$ cat src/rtl/ols_pkg.sv
// ----------------------------------------------------------------------------
// ols_pkg
// Shared constants and types for the linked value store.
// ----------------------------------------------------------------------------
package ols_pkg;

  localparam int MaxEntries = 256;
  localparam int SlotW = $clog2(MaxEntries);
  localparam int PtrW = SlotW + 1;
  localparam logic [PtrW-1:0] NilPtr = PtrW'(MaxEntries);

  typedef logic [PtrW-1:0] ptr_t;
  typedef logic [SlotW-1:0] slot_t;

  typedef enum logic [2:0] {
    KIND_PUSH_FRONT = 3'd0,
    KIND_INS_AFTER  = 3'd1,
    KIND_PUSH_BACK  = 3'd2,
    KIND_POP_FRONT  = 3'd3,
    KIND_DEL_KEY    = 3'd4,
    KIND_POP_BACK   = 3'd5,
    KIND_SEARCH     = 3'd6,
    KIND_NONE       = 3'd7
  } kind_t;

  typedef enum logic [1:0] {
    ST_OK        = 2'd0,
    ST_NOT_FOUND = 2'd1,
    ST_EMPTY     = 2'd2,
    ST_FULL      = 2'd3
  } status_t;

  // One memory port request: read or write of value/link pair.
  typedef struct packed {
    logic        rd;
    logic        wr_val;
    logic        wr_link;
    slot_t       addr;
    logic [31:0] wval;
    ptr_t        wlink;
  } mem_req_t;

  typedef struct packed {
    logic [31:0] rval;
    ptr_t        rlink;
  } mem_rsp_t;

endpackage

$ cat src/rtl/ols_free_stack.sv
// ----------------------------------------------------------------------------
// ols_free_stack
// Stack of freed slots; pop data registered.
// ----------------------------------------------------------------------------
module ols_free_stack (
  input  logic                 clk,
  input  logic                 push,
  input  ols_pkg::slot_t       push_slot,
  input  logic                 rd,
  input  ols_pkg::slot_t       addr,
  output ols_pkg::slot_t       rdata
);
  import ols_pkg::*;

  slot_t stk [MaxEntries];

  always_ff @(posedge clk) begin
    if (push) stk[addr] <= push_slot;
    if (rd) rdata <= stk[addr];
  end
endmodule

$ cat config.mk
export PLATFORM = sky130hd
export DESIGN_NAME = ols_free_stack
export DESIGN_NICKNAME = d
export VERILOG_FILES = /design/src/rtl/ols_pkg.sv /design/src/rtl/ols_free_stack.sv
export SDC_FILE = /design/constraint.sdc
export NUM_CORES = 2
export LEC_CHECK = 0
export ABC_AREA = 1
export BUFFER_PORTS_ARGS = -buffer_cell sky130_fd_sc_hd__buf_2
export CORE_MARGIN = 10
export CORE_UTILIZATION = 40
export CTS_CLUSTER_DIAMETER = 60
export DETAILED_ROUTE_END_ITERATION = 8
export GPL_ROUTABILITY_DRIVEN = 0
export PLACE_DENSITY_LB_ADDON = 0.25
export SYNTH_ARGS = -nofsm -noshare
export SYNTH_HDL_FRONTEND = slang
export SYNTH_SLANG_ARGS = --single-unit
$ cat constraint.sdc
create_clock -name clk -period 3.9 [get_ports clk]
set_input_delay 0.39 -clock clk [delete_from_list [all_inputs] [get_ports clk]]
set_output_delay 0.39 -clock clk [all_outputs]
set_load 0.01 [all_outputs]
# [Word level (Yosys, flattened, before mapping)]
# Memories as Yosys holds them, arrays and structs flattened. A register that Yosys moved wholly into a read port is not among the register bits.
# Index checks and enable logic that the tools add are counted.
[totals] reg_bits=0 ramBits=2048 out_inout_bits=8 n_memories=1 wordCells=3
[mem_list] name="stk" depth=256 word_bits=8 rd=1 rd_clocked_by_memory_dff=1 wr=1 line_no="ols_free_stack.sv:15" rtl="slot_t stk [MaxEntries];"
[op_classes] n_mux=2
[op_table] operator="1-bit 2-to-1 mux" n=2

# [Logic depth before layout (Yosys ltp)]
[depth] word_depth=2 depth_mapped=15 ltp_nobuf=13

# [Least setup slack after synthesis]
# No wires, ideal clock.
[synth_timing] kind="in2reg" startpoint="in addr[1]" endpoint="mem stk[234][0] in the netlist's numbering (enable)" setup_slack_ps=1670 arrival_ps=1860 cell_stages=10 setup_ps=370 cell_sequence="buf_4 -> inv_4 -> nor2_8 -> buf_4 -> buf_4 -> inv_2 -> nor2_1 -> nand2_1 -> clkbuf_1 -> nor2_1"
[synth_lines] item="from (decl)" line_no="ols_free_stack.sv:10" rtl="input ols_pkg::slot_t addr,"
[synth_lines] item="to (decl)" line_no="ols_free_stack.sv:15"
# No word-level cell before the write port.

==> results_dict.tcl <==
set metrics [dict create \
    crit_path_cell_trace "buf_8 > inv_16 > buf_12 > nand2_1 > nand3_1 > nand2_1 > nand2_1 > o21ai_1 > nand2_1 > nor2_1 > nor2_1 > nor2_1 > nand2_1" \
    critical-path-slowest-cell "sky130_fd_sc_hd__nor2_1" \
    flow.area_growth_from_synthesis_pct 13.24 \
    cts-htree-levels 4 \
    final_design_area_no_fill_um2 96180 \
    ys.warnings.count 0 \
    critical-path-top-cell-by-count "sky130_fd_sc_hd__nand2_1" \
    start_util_pct 40.13 \
    final.min_clock_period_ns 2.738 \
    dpl-instance-area_um2 89370 \
    detail_route.iter0.violations 6007 \
    path_type_of_the_worst_setup_path "primary input to register" \
    grt_overflow_total 0 \
    clock-root-buffer "sky130_fd_sc_hd__clkbuf_16" \
    outcome "finished clean" \
    grt_pass1_wl_um 352800 \
    clk_path_buf_depth 3 \
    end_kind "register" \
    worst-path-max-fanout 128 \
    final-seq-area_um2 61740 \
    multi_input_area_um2 21240 \
    hold_depth 1 \
    design.final.nets 8108 \
    drt_pre_antenna_iters 6 \
    core_region_area_um2 211700 \
    finClkSkew_ns 0.03016 \
    die_w_um 480.8 \
    gr-usage-all-layers_pct 19.97 \
    vdd.ir_drop.worst_mv 0.3529 \
    slowest_delay_ns 0.46 \
    drv_slew 0 \
    die_footprint_um2 231200 \
    setup_tns_ns 0 \
    timing.slew.headroom_pct 35.44 \
    crit_family "simple AND/OR/NAND/NOR gates" \
    detail_route.drc_violations 0 \
    drive_above_1_share_pct 6.945 \
    route.antenna.remaining_nets 0 \
    via_count_of_the_first_global_routing_pass 54510 \
    r2r_end "rdata[4]$_DFFE_PP_" \
    port_buffers 26 \
    ys_seq_elements 2056 \
    setup-violations-final 0 \
    routed-via-count 56170 \
    final_min_period_over_clock_period_pct 70.21 \
    postCtsSetupBuffers 0 \
    route.detailed.wl_per_inst_um 21.33 \
    startpoint_type "primary input" \
    required_time_of_the_critical_path_ns 4.48 \
    drv_cap 0 \
    cell_pwr_density_nw_per_um2 490.7 \
    yosysUniqueCellTypes 17 \
    critical_path_arrival_ns 3.32 \
    design_power_total_mw 47.20 \
    grt_start_max_net_pins 178 \
    min_path_type "primary input to register" \
    timing.critical_path.buf_inv 3 \
    post_layout_nonfiller_instances 11070 \
    worst_r2r_path_depth 12 \
    post_synthesis_net_count 8040 \
    min_to "stk[157][3]$_DFFE_PP_" \
    reg2reg_from "stk[245][4]$_DFFE_PP_" \
    filler_cell_count 19410 \
    detailed_place_hpwl_um 139100 \
    worst_skew_late_latency_ns 0.85 \
    yosysSeqAreaShare_pct 72.69 \
    via_per_inst 5.073 \
    number_of_buffers_inserted_during_clock_tree_synthesis 212 \
    clk_pin_slew_ns 0.06 \
    r2r_setup_slack_ns 1.48 \
    finalCoreUtilization_pct 45.44 \
    io_pins 27 \
    placement_rows 169 \
    rsz0062_at_grt "no" \
    leakagePower_nw 37.91 \
    postSynthCellCount 8021 \
    cts_sinks 2056 \
    synth_area_um2 84940 \
    min-delay-start "push_slot[3]" \
    num_antenna_cells 0 \
    post-place-cells 10700 \
    die_height_um 480.8 \
    avgSynthCellArea_um2 10.59 \
    tritoncts "yes" \
    initial_antenna_violation_count 6 \
    totalWireLength_um 236200 \
    max_slew.worst_pin.slew_ns 0.9683 \
    achievable-frequency_mhz 365.2 \
    timing.final.hold_violations 0 \
]
==> sequential cells by signal, indices dropped and copies added, names as in the netlist <==
signal  cells
stk      2048
rdata       8
==> cell families (layout without fill, tap and decap cells) <==
family | after synthesis | after routing | synth area share [%]
compound gates | 192 | 192 | 1.131
flops | 2056 | 2056 | 72.69
buf+inv | 452 | 681 | 2.360
simple gates | 5321 | 5321 | 23.82
==> worst max path at each step <==
stage                       start               endpoint  slack (ns)  cells after the start
after global routing      addr[0]     rdata[1]$_DFFE_PP_        1.03                     16
after global placement    addr[0]     rdata[1]$_DFFE_PP_        0.44                     16
after floorplan           addr[1]  stk[234][0]$_DFFE_PP_        1.67                     10
after CTS                 addr[0]     rdata[1]$_DFFE_PP_        1.32                     16
final                     addr[1]     rdata[6]$_DFFE_PP_        1.16                     13
after detailed placement  addr[0]     rdata[1]$_DFFE_PP_        0.40                     16
==> worst reg2reg max path, stage by stage, from the launching register on <==
cell and delay [ns]:
sky130_fd_sc_hd__edfxtp_1 0.37, sky130_fd_sc_hd__nand2_1 0.07, sky130_fd_sc_hd__nand2_1 0.06, sky130_fd_sc_hd__nand2_1 0.06
sky130_fd_sc_hd__nand2_1 0.06, sky130_fd_sc_hd__nand2_1 0.06, sky130_fd_sc_hd__nand2_1 0.14, sky130_fd_sc_hd__o21ai_1 0.29
sky130_fd_sc_hd__nand2_1 0.18, sky130_fd_sc_hd__nor2_1 0.14, sky130_fd_sc_hd__nor2_1 0.14, sky130_fd_sc_hd__nor2_1 0.48
sky130_fd_sc_hd__nand2_1 0.10
==> stage by stage <==
stage / worst slack (ns) / hold WS [ns]
floorplan: 1.670 / 0.4889
global placement: 0.4415 / 0.8671
detailed placement: 0.4016 / 0.8711
CTS: 1.317 / 0.007191
global route: 1.034 / 0.03630
finish: 1.162 / 0.05432
==> where the power goes <==
| group | internal (mW) | switching (mW) |
|---|---|---|
| Sequential | 24.4 | 0.0278 |
| Clock | 11.5 | 8.59 |
| Combinational | 0.627 | 2.08 |
==> final cells by class <==
type / count / share of cell area [%]
sequential: 2056 / 64.19
multi-input combinational: 5513 / 22.08
clock buffer: 256 / 5.688
tap: 2821 / 3.670
timing repair buffer: 271 / 2.818
clock inverter: 119 / 1.383
inverter: 35 / 0.1717
==> routing by layer <==
metal | GRT usage, % | part of all wire [%] | up-vias
met2 | 32.07 | 47 | 1883
met4 | 5.526 | 2.6 | 2
met1 | 28.18 | 44 | 27480
li1 | - | - | 26480
met5 | 0 | 0.0076 | -
met3 | 3.127 | 6.6 | 317
==> Yosys cell counts (all sizes together) <==
| cell | instances | area (um2) |
|---|---|---|
| edfxtp | 2056 | 61740 |
| nor2 | 362 | 1375 |
| buf | 247 | 1230 |
| a21oi | 32 | 160.2 |
| nand2 | 4771 | 17920 |
| nand3 | 188 | 940.9 |
| clkbuf | 170 | 638.1 |
| inv | 35 | 136.4 |
| o21ai | 160 | 800.8 |
==> timing repair <==
| item | in CTS | in global routing |
|---|---|---|
| hold buffers | 1 | 0 |
| endpoints found under the setup margin | 0 | 0 |
| gates resized for setup | 0 | 0 |
| endpoints found under the hold margin | 43 | 0 |
==> layout by cell type (no fill, tap or decap), types with 3 or more instances in the layout <==
cell type	n
sky130_fd_sc_hd__a21oi_1	32
sky130_fd_sc_hd__buf_12	51
sky130_fd_sc_hd__o21ai_0	41
sky130_fd_sc_hd__nor2_4	5
sky130_fd_sc_hd__inv_1	29
sky130_fd_sc_hd__nand3_1	188
sky130_fd_sc_hd__buf_8	10
sky130_fd_sc_hd__clkinv_2	24
sky130_fd_sc_hd__buf_2	16
sky130_fd_sc_hd__nand2_1	4768
sky130_fd_sc_hd__inv_8	3
sky130_fd_sc_hd__bufinv_16	23
sky130_fd_sc_hd__clkinv_4	3
sky130_fd_sc_hd__buf_4	193
sky130_fd_sc_hd__clkbuf_16	212
sky130_fd_sc_hd__clkinv_1	43
sky130_fd_sc_hd__clkinvlp_4	9
sky130_fd_sc_hd__clkbuf_1	44
sky130_fd_sc_hd__clkinv_8	3
sky130_fd_sc_hd__edfxtp_1	2056
sky130_fd_sc_hd__o21ai_1	119
sky130_fd_sc_hd__inv_6	7
sky130_fd_sc_hd__inv_16	5
sky130_fd_sc_hd__nor2_1	356
No activity file was read; power rests on OpenSTA's default activity.
